$ cat src/rtl/core/elim_pkg.sv
// Shared types, token kind codes and character class helpers for the
// expression lexer. Used by every module of the block; depends on nothing.
package elim_pkg;

    // Token kinds as they appear on the output.
    localparam logic [3:0] KIND_NUM    = 4'd0;
    localparam logic [3:0] KIND_IDENT  = 4'd1;
    localparam logic [3:0] KIND_SQRT   = 4'd2;
    localparam logic [3:0] KIND_PLUS   = 4'd3;
    localparam logic [3:0] KIND_MINUS  = 4'd4;
    localparam logic [3:0] KIND_MUL    = 4'd5;
    localparam logic [3:0] KIND_DIV    = 4'd6;
    localparam logic [3:0] KIND_POW    = 4'd7;
    localparam logic [3:0] KIND_LPAREN = 4'd8;
    localparam logic [3:0] KIND_RPAREN = 4'd9;
    localparam logic [3:0] KIND_COMMA  = 4'd10;
    localparam logic [3:0] KIND_NONE   = 4'd15;

    // Scanner modes.
    localparam logic [1:0] MODE_IDLE  = 2'd0;
    localparam logic [1:0] MODE_NUM   = 2'd1;
    localparam logic [1:0] MODE_IDENT = 2'd2;

    // Keyword prefix tracker: 0..4 characters of "sqrt" matched, or mismatch.
    localparam logic [2:0] MATCH_FULL = 3'd4;
    localparam logic [2:0] MATCH_FAIL = 3'd5;

    // Longest token length and the most tokens one character can cause.
    localparam logic [8:0] LEN_MAX = 9'd256;
    localparam int         TOK_MAX = 3;
    localparam int         QUEUE_DEPTH = 2;

    typedef struct packed {
        logic [3:0] kind;
        logic [7:0] start;
        logic [8:0] length;
    } tok_t;

    // Everything one character produced, handed from front to back.
    typedef struct packed {
        tok_t [TOK_MAX-1:0] tok;
        logic [1:0]         count;
        logic               eol;
        logic               too_long;
    } bundle_t;

    function automatic logic is_digit(input logic [7:0] c);
        is_digit = (c >= "0") && (c <= "9");
    endfunction

    function automatic logic is_alpha(input logic [7:0] c);
        is_alpha = ((c >= "A") && (c <= "Z")) || ((c >= "a") && (c <= "z"));
    endfunction

    function automatic logic starts_ident(input logic [7:0] c);
        starts_ident = is_alpha(c) || (c == "_");
    endfunction

    function automatic logic in_ident(input logic [7:0] c);
        in_ident = is_alpha(c) || is_digit(c) || (c == "_");
    endfunction

    function automatic logic in_number(input logic [7:0] c);
        in_number = is_digit(c) || (c == ".");
    endfunction

    function automatic logic is_atom(input logic [3:0] k);
        is_atom = (k == KIND_NUM) || (k == KIND_IDENT) || (k == KIND_RPAREN);
    endfunction

    // Character of "sqrt" expected after the given number of matched ones.
    function automatic logic [7:0] kw_char(input logic [2:0] idx);
        case (idx)
            3'd0:    kw_char = "s";
            3'd1:    kw_char = "q";
            3'd2:    kw_char = "r";
            3'd3:    kw_char = "t";
            default: kw_char = 8'h00;
        endcase
    endfunction

    // Single-character operator lookup; KIND_NONE for anything skipped.
    function automatic logic [3:0] op_kind(input logic [7:0] c);
        case (c)
            "+":     op_kind = KIND_PLUS;
            "-":     op_kind = KIND_MINUS;
            "*":     op_kind = KIND_MUL;
            "/":     op_kind = KIND_DIV;
            "^":     op_kind = KIND_POW;
            "(":     op_kind = KIND_LPAREN;
            ")":     op_kind = KIND_RPAREN;
            ",":     op_kind = KIND_COMMA;
            default: op_kind = KIND_NONE;
        endcase
    endfunction

endpackage

$ cat src/rtl/core/elim_front.sv
// Front end of the lexer: accepts characters, keeps the scanner state and
// turns each character into a bundle of up to three tokens. Uses elim_pkg.
module elim_front #(
    parameter int MAX_LINE = 256
) (
    input  logic              clk,
    input  logic              rst_n,
    input  logic              in_valid,
    input  logic [7:0]        in_char,
    input  logic              in_eol,
    input  logic              q_full,
    output logic              in_ready,
    output logic              push,
    output elim_pkg::bundle_t push_data
);
    import elim_pkg::*;

    localparam int POS_CAP_I = (MAX_LINE < 256) ? MAX_LINE : 256;
    localparam logic [8:0] POS_CAP = 9'(POS_CAP_I);
    localparam logic [7:0] POS_LAST = 8'(POS_CAP_I - 1);

    logic [1:0] mode_reg, mode_next;
    logic [7:0] start_reg, start_next;
    logic [8:0] len_reg, len_next;
    logic [3:0] prev_reg, prev_next;
    logic [2:0] km_reg, km_next;
    logic [8:0] cpos_reg, cpos_next;
    logic       ovf_reg, ovf_next;

    logic       accept;
    logic [7:0] pos;
    logic       continues;
    logic [3:0] close_kind;
    logic [3:0] op;
    logic [1:0] n;
    bundle_t    bnd;

    assign in_ready = !q_full;
    assign accept   = in_valid && in_ready;

    // Scanner step for one character.
    always_comb
    begin
        mode_next  = mode_reg;
        start_next = start_reg;
        len_next   = len_reg;
        prev_next  = prev_reg;
        km_next    = km_reg;
        cpos_next  = cpos_reg;
        ovf_next   = ovf_reg;
        n          = 2'd0;
        bnd        = '0;
        close_kind = KIND_NUM;
        op         = op_kind(in_char);

        // Position saturates at the line limit and flags the overflow.
        if (cpos_reg >= POS_CAP)
        begin
            ovf_next = 1'b1;
            pos      = POS_LAST;
        end
        else
        begin
            pos       = cpos_reg[7:0];
            cpos_next = cpos_reg + 9'd1;
        end

        continues = ((mode_reg == MODE_NUM) && in_number(in_char)) ||
                    ((mode_reg == MODE_IDENT) && in_ident(in_char));

        if (continues)
        begin
            if (len_reg < LEN_MAX)
                len_next = len_reg + 9'd1;
            if (mode_reg == MODE_IDENT)
            begin
                if ((km_reg < MATCH_FULL) && (in_char == kw_char(km_reg)))
                    km_next = km_reg + 3'd1;
                else
                    km_next = MATCH_FAIL;
            end
        end
        else
        begin
            // Any other character ends the open run.
            if (mode_reg != MODE_IDLE)
            begin
                if (mode_reg == MODE_IDENT)
                    close_kind = ((km_reg == MATCH_FULL) && (len_reg == 9'd4)) ?
                                 KIND_SQRT : KIND_IDENT;
                bnd.tok[n] = '{kind: close_kind, start: start_reg, length: len_reg};
                n          = n + 2'd1;
                prev_next  = close_kind;
                mode_next  = MODE_IDLE;
            end
            if (in_number(in_char) || starts_ident(in_char))
            begin
                if (is_atom(prev_next))
                begin
                    bnd.tok[n] = '{kind: KIND_MUL, start: pos, length: 9'd0};
                    n          = n + 2'd1;
                    prev_next  = KIND_MUL;
                end
                mode_next  = in_number(in_char) ? MODE_NUM : MODE_IDENT;
                start_next = pos;
                len_next   = 9'd1;
                km_next    = (in_char == "s") ? 3'd1 : MATCH_FAIL;
            end
            else
            begin
                if ((op == KIND_LPAREN) && is_atom(prev_next))
                begin
                    bnd.tok[n] = '{kind: KIND_MUL, start: pos, length: 9'd0};
                    n          = n + 2'd1;
                    prev_next  = KIND_MUL;
                end
                if (op != KIND_NONE)
                begin
                    bnd.tok[n] = '{kind: op, start: pos, length: 9'd1};
                    n          = n + 2'd1;
                    prev_next  = op;
                end
            end
        end

        // The line end flushes whatever run is still open.
        if (in_eol && (mode_next != MODE_IDLE))
        begin
            close_kind = KIND_NUM;
            if (mode_next == MODE_IDENT)
                close_kind = ((km_next == MATCH_FULL) && (len_next == 9'd4)) ?
                             KIND_SQRT : KIND_IDENT;
            bnd.tok[n] = '{kind: close_kind, start: start_next, length: len_next};
            n          = n + 2'd1;
            prev_next  = close_kind;
            mode_next  = MODE_IDLE;
        end

        bnd.count    = n;
        bnd.eol      = in_eol;
        bnd.too_long = ovf_next;

        if (in_eol)
        begin
            mode_next  = MODE_IDLE;
            start_next = 8'd0;
            len_next   = 9'd0;
            prev_next  = KIND_NONE;
            km_next    = 3'd0;
            cpos_next  = 9'd0;
            ovf_next   = 1'b0;
        end
    end

    assign push      = accept && (n != 2'd0);
    assign push_data = bnd;

    // Scanner state registers.
    always_ff @(posedge clk or negedge rst_n)
    begin
        if (!rst_n)
        begin
            mode_reg  <= MODE_IDLE;
            start_reg <= 8'd0;
            len_reg   <= 9'd0;
            prev_reg  <= KIND_NONE;
            km_reg    <= 3'd0;
            cpos_reg  <= 9'd0;
            ovf_reg   <= 1'b0;
        end
        else if (accept)
        begin
            mode_reg  <= mode_next;
            start_reg <= start_next;
            len_reg   <= len_next;
            prev_reg  <= prev_next;
            km_reg    <= km_next;
            cpos_reg  <= cpos_next;
            ovf_reg   <= ovf_next;
        end
    end

    // The position counter never runs past the line limit.
    a_pos_cap: assert property (@(posedge clk) disable iff (!rst_n)
        cpos_reg <= POS_CAP)
        else $error("position counter beyond line limit");

    // The overflow flag only stands once the counter has reached the limit.
    a_ovf_pos: assert property (@(posedge clk) disable iff (!rst_n)
        ovf_reg |-> (cpos_reg == POS_CAP))
        else $error("overflow flag without a saturated position");

    // An open run always has at least one character.
    a_open_len: assert property (@(posedge clk) disable iff (!rst_n)
        (mode_reg != MODE_IDLE) |-> (len_reg != 9'd0))
        else $error("open run with zero length");

endmodule

$ cat src/rtl/core/elim_queue.sv
// Two-entry queue of token bundles between the lexer front and back ends.
// Uses elim_pkg for the bundle type and the queue depth.
module elim_queue (
    input  logic              clk,
    input  logic              rst_n,
    input  logic              push,
    input  elim_pkg::bundle_t push_data,
    input  logic              pop,
    output logic              full,
    output logic              head_valid,
    output elim_pkg::bundle_t head
);
    import elim_pkg::*;

    bundle_t    mem_reg [QUEUE_DEPTH];
    logic       wr_reg, wr_next;
    logic       rd_reg, rd_next;
    logic [1:0] cnt_reg, cnt_next;

    assign full       = (cnt_reg == 2'(QUEUE_DEPTH));
    assign head_valid = (cnt_reg != 2'd0);
    assign head       = mem_reg[rd_reg];

    // Pointer and fill count update.
    always_comb
    begin
        wr_next  = push ? !wr_reg : wr_reg;
        rd_next  = pop ? !rd_reg : rd_reg;
        cnt_next = cnt_reg;
        if (push && !pop)
            cnt_next = cnt_reg + 2'd1;
        else if (!push && pop)
            cnt_next = cnt_reg - 2'd1;
    end

    always_ff @(posedge clk or negedge rst_n)
    begin
        if (!rst_n)
        begin
            wr_reg  <= 1'b0;
            rd_reg  <= 1'b0;
            cnt_reg <= 2'd0;
        end
        else
        begin
            wr_reg  <= wr_next;
            rd_reg  <= rd_next;
            cnt_reg <= cnt_next;
        end
    end

    // Entry storage.
    always_ff @(posedge clk)
    begin
        if (push)
            mem_reg[wr_reg] <= push_data;
    end

    a_no_overrun: assert property (@(posedge clk) disable iff (!rst_n)
        push |-> !full)
        else $error("queue written while full");

    a_no_underrun: assert property (@(posedge clk) disable iff (!rst_n)
        pop |-> head_valid)
        else $error("queue read while empty");

    a_nonempty_bundle: assert property (@(posedge clk) disable iff (!rst_n)
        push |-> (push_data.count != 2'd0))
        else $error("empty bundle queued");

    a_ptr_count: assert property (@(posedge clk) disable iff (!rst_n)
        (cnt_reg == 2'd1) |-> (wr_reg != rd_reg))
        else $error("queue pointers disagree with fill count");

endmodule

$ cat src/rtl/core/elim_back.sv
// Back end of the lexer: walks the head bundle one token at a time into the
// output register. Uses elim_pkg for the bundle and token types.
module elim_back (
    input  logic              clk,
    input  logic              rst_n,
    input  logic              head_valid,
    input  elim_pkg::bundle_t head,
    output logic              pop,
    output logic              out_valid,
    input  logic              out_ready,
    output elim_pkg::tok_t    out_tok,
    output logic              out_last,
    output logic              out_line_done,
    output logic              out_too_long
);
    import elim_pkg::*;

    logic [1:0] idx_reg, idx_next;
    logic       valid_reg;
    tok_t       tok_reg;
    logic       last_reg;
    logic       done_reg;
    logic       ovf_reg;
    logic       load;
    logic       is_last;

    assign load    = head_valid && (!valid_reg || out_ready);
    assign is_last = (idx_reg == (head.count - 2'd1));
    assign pop     = load && is_last;

    always_comb
    begin
        idx_next = idx_reg;
        if (load)
            idx_next = is_last ? 2'd0 : (idx_reg + 2'd1);
    end

    // Token index within the head bundle and output valid.
    always_ff @(posedge clk or negedge rst_n)
    begin
        if (!rst_n)
        begin
            idx_reg   <= 2'd0;
            valid_reg <= 1'b0;
        end
        else
        begin
            idx_reg <= idx_next;
            if (load)
                valid_reg <= 1'b1;
            else if (out_ready)
                valid_reg <= 1'b0;
        end
    end

    // Output payload register.
    always_ff @(posedge clk)
    begin
        if (load)
        begin
            tok_reg  <= head.tok[idx_reg];
            last_reg <= is_last;
            done_reg <= is_last && head.eol;
            ovf_reg  <= head.too_long;
        end
    end

    assign out_valid     = valid_reg;
    assign out_tok       = tok_reg;
    assign out_last      = last_reg;
    assign out_line_done = done_reg;
    assign out_too_long  = ovf_reg;

    a_idx_range: assert property (@(posedge clk) disable iff (!rst_n)
        head_valid |-> (idx_reg < head.count))
        else $error("token index beyond head bundle");

    a_idx_rewind: assert property (@(posedge clk) disable iff (!rst_n)
        pop |=> (idx_reg == 2'd0))
        else $error("token index not rewound after bundle");

    a_done_last: assert property (@(posedge clk) disable iff (!rst_n)
        (valid_reg && done_reg) |-> last_reg)
        else $error("line end flagged on a token that is not last");

endmodule

$ cat src/rtl/core/expression_lexer_implicit_mul.sv
// Streaming lexer for arithmetic expressions with implicit multiplication.
// Characters enter on the s_ channel, one per transaction: s_tdata holds the
// ASCII byte and s_tlast marks the final character of a line. Tokens leave
// on the m_ channel, one per transaction, as kind, start position and
// length; m_tlast marks the last token caused by one character and
// m_tuser also carries the line-end and too-long flags.
// A character is accepted into the bundle queue, and its tokens are loaded
// from there into the output register. The front end takes one character
// per cycle while the queue is not full; the output register gives one token
// per cycle while the receiver is ready, so a character that causes one to
// three tokens holds the back end for each of them, and one with no token
// costs it nothing. A two-entry bundle queue between the halves absorbs bursts.
// Reset clears the scanner to the start of a line and empties the queue
// and the output register. When the receiver holds m_tready low the output
// token stays put, the queue fills with up to two more characters' bundles
// (only one when the bundle being unloaded still has tokens left) and then
// s_tready falls until the receiver takes a token again.
module expression_lexer_implicit_mul #(
    parameter int MAX_LINE = 256
) (
    input  logic        clk,
    input  logic        rst_n,
    input  logic        s_tvalid,
    output logic        s_tready,
    input  logic [7:0]  s_tdata,   // [7:0] char_in
    input  logic        s_tlast,   // end_of_line
    output logic        m_tvalid,
    input  logic        m_tready,
    output logic [23:0] m_tdata,   // [7:0] token_start, [16:8] token_length, zero fill
    output logic [5:0]  m_tuser,   // [3:0] token_kind, [4] line_done, [5] too_long
    output logic        m_tlast    // last_of_run
);
    import elim_pkg::*;

    logic    q_full;
    logic    push;
    bundle_t push_data;
    logic    pop;
    logic    head_valid;
    bundle_t head;
    tok_t    out_tok;
    logic    out_line_done;
    logic    out_too_long;

    elim_front #(
        .MAX_LINE (MAX_LINE)
    ) u_front (
        .clk       (clk),
        .rst_n     (rst_n),
        .in_valid  (s_tvalid),
        .in_char   (s_tdata),
        .in_eol    (s_tlast),
        .q_full    (q_full),
        .in_ready  (s_tready),
        .push      (push),
        .push_data (push_data)
    );

    elim_queue u_queue (
        .clk        (clk),
        .rst_n      (rst_n),
        .push       (push),
        .push_data  (push_data),
        .pop        (pop),
        .full       (q_full),
        .head_valid (head_valid),
        .head       (head)
    );

    elim_back u_back (
        .clk           (clk),
        .rst_n         (rst_n),
        .head_valid    (head_valid),
        .head          (head),
        .pop           (pop),
        .out_valid     (m_tvalid),
        .out_ready     (m_tready),
        .out_tok       (out_tok),
        .out_last      (m_tlast),
        .out_line_done (out_line_done),
        .out_too_long  (out_too_long)
    );

    // Pack the output token.
    assign m_tdata = {7'd0, out_tok.length, out_tok.start};
    assign m_tuser = {out_too_long, out_line_done, out_tok.kind};

endmodule

$ cat config.mk
export PLATFORM = sky130hd
export DESIGN_NAME = expression_lexer_implicit_mul
export DESIGN_NICKNAME = d
export VERILOG_FILES = /design/src/rtl/core/elim_pkg.sv /design/src/rtl/core/elim_front.sv /design/src/rtl/core/elim_queue.sv /design/src/rtl/core/elim_back.sv /design/src/rtl/core/expression_lexer_implicit_mul.sv
export SDC_FILE = /design/constraint.sdc
export NUM_CORES = 1
export LEC_CHECK = 0
export BUFFER_PORTS_ARGS = -buffer_cell sky130_fd_sc_hd__buf_2
export CAP_MARGIN = 20
export CORE_MARGIN = 1
export CORE_UTILIZATION = 55
export DETAILED_ROUTE_END_ITERATION = 12
export PLACE_DENSITY_LB_ADDON = 0.15
export SETUP_SLACK_MARGIN = 0.15
export SYNTH_ARGS = -nofsm -noshare
export SYNTH_HDL_FRONTEND = slang
export SYNTH_HIERARCHICAL = 1
export SYNTH_SLANG_ARGS = --single-unit
$ cat constraint.sdc
create_clock -name clk -period 10.05 [get_ports clk]
set_clock_uncertainty 0.15 [all_clocks]
set_input_delay 1.005 -clock clk [delete_from_list [all_inputs] [get_ports clk]]
set_output_delay 1.005 -clock clk [all_outputs]
set_load 0.1 [all_outputs]
# Word level (Yosys, flattened, before mapping)
# Memories as Yosys holds them, arrays and structs flattened.
# Cells that the tools add are included.
[word_totals]
ff_bits = 67
ram_bits = 134
in_bits = 13
out_inout_bits = 33
elab_cells = 201
memories = 1
[memory_table]
columns = ["memory", "depth", "width", "rd", "rd_ports_with_merged_regs", "wr", "line", "source"]
rows = [
  ["u_queue.mem_reg", 2, 67, 1, 0, 1, "elim_queue.sv:15", "bundle_t mem_reg [QUEUE_DEPTH];"],
]
[classes]
n_addsub = 10
order_cmp = 16
eq_ne = 30
muxes = 80
reduce_logical = 46
[op_table]
columns = ["operator", "n"]
rows = [
  ["two-way mux 63 bit", 8],
  ["bitwise mux 63 bit", 3],
  ["demux 21 bit (select 2 bit)", 3],
  ["two-way mux 21 bit", 6],
  ["== test 8 x 6 -> 1 bit, second input constant", 8],
  ["two-way mux 9 bit", 6],
  ["two-way mux 4 bit", 12],
  ["two-way mux 8 bit", 6],
  ["binary-select mux 21 bit (select 2 bit)", 1],
  ["two-way mux 2 bit", 20],
  ["case mux 4 bit (8 select lines)", 1],
  ["case mux 7 bit (4 select lines)", 1],
  ["== test 8 x 7 -> 1 bit, second input constant", 3],
  ["logical AND 1 bit", 20],
  ["adder 9 x 1 -> 9 bit, second input constant", 2],
  ["== test 9 x 3 -> 1 bit, second input constant", 2],
  ["two-way mux 3 bit", 6],
  [">= comparator 8 x 7 -> 1 bit, second input constant", 2],
  ["less-or-equal comparator 8 x 7 -> 1 bit, second input constant", 2],
  ["< comparator 2 x 3 -> 1 bit, second input constant", 4],
  ["nonzero test 2 bit", 6],
  ["adder 2 x 1 -> 2 bit, second input constant", 5],
  ["logical OR 1 bit", 10],
  [">= comparator 9 bit, second input constant", 1],
  ["other kinds (24)", 44],
]

# Longest topological paths before layout
[logic_depth]
word_depth = 27
mapped_depth = 19

# By module
# The synthesis kept the hierarchy.
[by_module_without_submodules]
columns = ["mod", "instances", "cells_per_inst", "area_per_inst_um2", "seq_area_each_um2"]
rows = [
  ["elim_queue", 1, 225, 5114.9, 4124.0],
  ["elim_front", 1, 544, 3749.8, 905.9],
  ["elim_back", 1, 116, 1382.6, 795.8],
  ["expression_lexer_implicit_mul", 1, 10, 71.3, 0.0],
]

# Worst setup path before layout
# OpenSTA, ideal clock, no wires.
[synth_path]
kind = "input port to flip-flop"
from = "input s_tdata[1]"
to = "memory u_queue/mem_reg[0][0] in the netlist's numbering (enable)"
arrival_time_ns = 6.682
required_time_ns = 9.400
setup_slack_ns = 2.717
cell_stages = 12
path_buffers = 1
cell_sequence = "buf_4 or4_4 o221a_4 o31a_1 nor2_1 nand3_1 o21ai_1 inv_1 ha_1 nor2_1 a211oi_1 nor2b_1"
[synth_between]
elab_chain_cells = 17
[synth_lines]
columns = ["item", "line", "source"]
rows = [
  ["start, declared", "expression_lexer_implicit_mul.sv:25", "input logic [7:0] s_tdata,"],
  ["== test 8 x 6 -> 1 bit or == test 8 x 7 -> 1 bit (tied branches)", "elim_pkg.sv:84", "case (c)"],
  ["case mux 4 bit (8 select lines)", "elim_pkg.sv:84", ""],
  ["== test 4 bit", "elim_front.sv:111", "if ((op == KIND_LPAREN) && is_atom(prev_next))"],
  ["logical AND 1 bit", "elim_front.sv:111", ""],
  ["two-way mux 2 bit", "elim_front.sv:111", ""],
  ["two-way mux 2 bit", "elim_front.sv:96", "if (in_number(in_char) || starts_ident(in_char))"],
  ["two-way mux 2 bit", "elim_front.sv:71", "if (continues)"],
  ["adder 2 x 1 -> 2 bit", "elim_front.sv:120", "n = n + 2'd1;"],
  ["(+2 left out)", "n/a", ""],
  ["two-way mux 2 bit", "elim_front.sv:71", ""],
  ["adder 2 x 1 -> 2 bit", "elim_front.sv:134", "n = n + 2'd1;"],
  ["two-way mux 2 bit (*)", "elim_front.sv:127", "if (in_eol && (mode_next != MODE_IDLE))"],
  ["nonzero test 2 bit (*)", "elim_front.sv:155", "assign push = accept && (n != 2'd0);"],
  ["logical AND 1 bit (*)", "elim_front.sv:155", ""],
  ["via push", "expression_lexer_implicit_mul.sv:36", "logic push;"],
  ["two-way mux 1 bit (*)", "elim_queue.sv:55", "if (push)"],
  ["two-way mux 1 bit (implied by the code) (*)", "elim_queue.sv:56", "mem_reg[wr_reg] <= push_data;"],
  ["end, declared", "elim_queue.sv:15", ""],
]
# Mark *: on every way through the listed nets, which the timed path passes. The rest lies on a longest branch. The select of a mux whose other input is x is not followed.

# Final worst setup path
[layout_path]
from = "register u_front.len_reg[4]"
to = "memory u_queue/mem_reg[0][14] in the netlist's numbering (enable)"
[layout_between]
elab_chain_cells = 23
[layout_lines]
columns = ["item", "line", "source"]
rows = [
  ["start, declared", "elim_front.sv:24", "logic [8:0] len_reg, len_next;"],
  ["start signal, assigned", "elim_front.sv:175", "len_reg <= len_next;"],
  ["== test 9 x 3 -> 1 bit (*)", "elim_front.sv:89", "close_kind = ((km_reg == MATCH_FULL) && (len_reg == 9'd4)) ?"],
  ["logical AND 1 bit (*)", "elim_front.sv:89", ""],
  ["two-way mux 2 bit (*)", "elim_front.sv:89", ""],
  ["two-way mux 4 bit (*)", "elim_front.sv:88", "if (mode_reg == MODE_IDENT)"],
  ["two-way mux 4 bit (*)", "elim_front.sv:86", "if (mode_reg != MODE_IDLE)"],
  ["two-way mux 4 bit (*)", "elim_front.sv:71", ""],
  ["== test 4 x 1 -> 1 bit or logical NOT 4 bit (tied branches)", "elim_pkg.sv:68", "is_atom = (k == KIND_NUM) || (k == KIND_IDENT) || (k == KIND_RPAREN);"],
  ["logical OR 1 bit", "elim_pkg.sv:68", ""],
  ["(+8 left out)", "n/a", ""],
  ["two-way mux 2 bit (*)", "elim_front.sv:71", ""],
  ["adder 2 x 1 -> 2 bit", "elim_front.sv:134", ""],
  ["two-way mux 2 bit (*)", "elim_front.sv:127", ""],
  ["nonzero test 2 bit (*)", "elim_front.sv:155", ""],
  ["logical AND 1 bit (*)", "elim_front.sv:155", ""],
  ["via push", "expression_lexer_implicit_mul.sv:36", ""],
  ["two-way mux 1 bit (*)", "elim_queue.sv:55", ""],
  ["two-way mux 1 bit (implied by the code) (*)", "elim_queue.sv:56", ""],
]
# Marked as above.

==> flow_summary.toml <==
[layout]
nets = 939
fin_cells = 1157
layout-drive-gt1-share_pct = 18.6
syn_to_final_growth_pct = 9.25
largest_reg_flops = 134

[clocking]
holdBufCountCts = 0
postCtsSetupRepairBufs = 0
path_clk_slew_ps = 60
numCtsBuffers = 22
cts_resized = 0
cts_tree = "built"
htreeDepth = 1
clkLatencyLatePin_ps = 490
cts_sinks = 201
ctsRootBufferMaster = "clkbuf_16"
clock_path_buffers = 3

[logic_synthesis]
syn_area_sq_mm = 0.0103
yosys_register_bits = 201
synth-edff-count = 158
synth_top_area_share_pct = 46.0
yosysMostFrequentCell = "edfxtp_1"
ys_top_cells_by_count = "edfxtp_1, nand2_1, o21ai_0"
netlist_instances = 895
synth_cell_types = 80
synthTopCellsByArea = "edfxtp_1, dfrtp_1, mux2_2"
yosys_warnings = 6
syn-mean-instance-area_sq_um = 11.5
ys.flop_type = "edfxtp_1"
yosys.area.top_type = "edfxtp_1"
synth.yosys.seq_area_share_pct = 56.5
synthArstFlopShare_pct = 21.4

[global_routing]
grt_pass1_vias = 6667
overflow = 0
grtUsageTotal_pct = 23.8
antenna_found_initial = 0
grt_pass1_wl_um = 36200
grt_max_degree = 69

[worst_setup_path]
path_max_fanout = 61
startpoint_type = "register"
critPathTopFamily = "simple AND/OR/NAND/NOR gates"
crit_path_end_kind = "register"
rr_startpoint = "u_front/len_reg[4]$_DFFE_PN0P_"
required_ps = 10020
regToRegSetupSlack_ps = 4540
cp.arrival_ps = 5480
criticalPathCategory = "register to register"
crit_cells = 14
ff2ff_path_depth = 14
cp-endpoint = "u_queue/mem_reg[0][14]$_DFFE_PP_"
worst-path-buf-inv = 3
critPathLaunch = "u_front/len_reg[4]$_DFFE_PN0P_"
r2r_end = "u_queue/mem_reg[0][14]$_DFFE_PP_"
slowest_stage = "buf_4"
critPathMaxStageDelay_ps = 680
crit_chain = "or4_1, o31a_1, or3_1, and2_1, inv_1, ha_1, xnor2_1, o21ai_1, inv_1, ha_1, nor2_1, a211oi_1, nor2b_4, buf_4"

[power]
power_density_mw_per_mm2 = 284
p_leak_nw = 4.09
totalPowerFinal_mw = 3.20
irDropWorstVdd_v = 0.000155

[floorplan]
die_h_um = 139
design.core.area_sq_mm = 0.0181
die_w_um = 139
start_util_pct = 56.9
io-pin-count = 46
die_area_sq_mm = 0.0193
fp-row-count = 49

[sta]
worst_slew_pin_slew_ps = 1020
slew_viol_final = 0
fmax_mhz = 181
min_period_ps = 5510
finalWorstSetupSlack_ps = 4540
hold_viol = 0
finalSetupViolations = 0
final.period_utilization_pct = 54.8
hold_ws_ps = 222
relSlewSlack_pct = 31.8
setup-tns-final_ps = 0
rsz0062_at_grt = "false"

[routing]
wire_per_inst_um = 19.7
first_iter_violations = 604
wl_um = 22800
wl_met3_um = 1250
dr_wl_met2_um = 10400
drc = 0
drtPass1Iterations = 7
drt-met1-wl_um = 10700
vias = 6974
via_per_inst = 6.03
dr.max_layer_used = "met4"
antenna_left = 0

[outcome]
outcome = "finished clean"

[placed_design]
place_ws_ps = 4360
dp_cells = 1115
hpwl_um = 15300
place_congestion = 0.856
portBuffers = 38

[job]
drv_cap = 0

[min_path]
holdCritPathClass = "input port to asynchronous set/reset pin"
cells by family after synthesis:
group / after synthesis / share of synthesized area, %
compound gates: 206 / 12.6
xor+xnor: 15 / 1.46
fa+ha+maj: 15 / 1.82
buf+inv: 85 / 4.26
flops: 201 / 56.5
mux: 90 / 10.3
other cells: 2 / 0.0728
simple gates: 281 / 13.0
cell usage in the layout (no fill, tap or decap), types with 8 or more instances in the layout:
cell type  instances
clkbuf_16         23
conb_1             8
dfrtp_1           38
nand3_1           12
nand2b_1          14
a211oi_1          13
ha_1              15
o22ai_1           10
mux2_4            20
nand2_1          106
buf_2             38
inv_1             20
clkbuf_1           9
a21oi_1           44
mux2_2            47
buf_4             11
nor2b_1            9
nor3_1            14
nor2_1            70
edfxtp_1         158
nand4_1            8
o21ai_0           79
mux2i_1           22
per-stage QoR:
step | util (%) | instance area (sq um)
final | 62.1 | 11300
after global routing | 62.1 | 11300
after CTS | 62.0 | 11300
after detailed placement | 58.1 | 10600
after global placement | 58.1 | 10600
after floorplan | - | 10300
worst reg2reg max path, cell delays in order, from the launching register on:
cell and delay [ps]:
dfrtp_1 550, or4_1 620, o31a_1 310, or3_1 410, and2_1 210, inv_1 80
ha_1 260, xnor2_1 140, o21ai_1 330, inv_1 130, ha_1 300, nor2_1 50
a211oi_1 500, nor2b_4 350, buf_4 680
report_power, final:
group	leakage, nW	internal, mW	switching, mW
Clock	0.335	0.463	0.309
Combinational	1.73	0.359	0.872
Sequential	2.03	1.10	0.0992
routing by layer:
metal	global-route usage, %	vias up
met3	3.07	31
met4	6.78	0
met5	0	-
met1	34.5	3396
li1	-	3320
met2	37.8	227
layout make-up:
| type | count | area (sq um) |
|---|---|---|
| multi-input cells | 615 | 4090 |
| repair buffers | 50 | 293 |
| fillers | 1435 | 6870 |
| clock inverters | 6 | 63.8 |
| diodes | 1 | 2.50 |
| inverters | 21 | 78.8 |
| flip-flops and latches | 201 | 5830 |
| clock buffers | 34 | 637 |
| well taps | 229 | 287 |
worst min path at each step:
stage | startpoint | end | slack (ps)
floorplan | u_front/prev_reg[2]$_DFFE_PN1P_ | u_front/prev_reg[2]$_DFFE_PN1P_ | 280
detailed placement | u_front/prev_reg[2]$_DFFE_PN1P_ | u_front/prev_reg[2]$_DFFE_PN1P_ | 310
CTS | u_front/prev_reg[2]$_DFFE_PN1P_ | u_front/prev_reg[2]$_DFFE_PN1P_ | 320
global placement | u_front/prev_reg[2]$_DFFE_PN1P_ | u_front/prev_reg[2]$_DFFE_PN1P_ | 300
global route | rst_n | u_queue/rd_reg$_DFFE_PN0P_ | 220
finish | rst_n | u_queue/rd_reg$_DFFE_PN0P_ | 220
(Power assumes the default switching activity.)
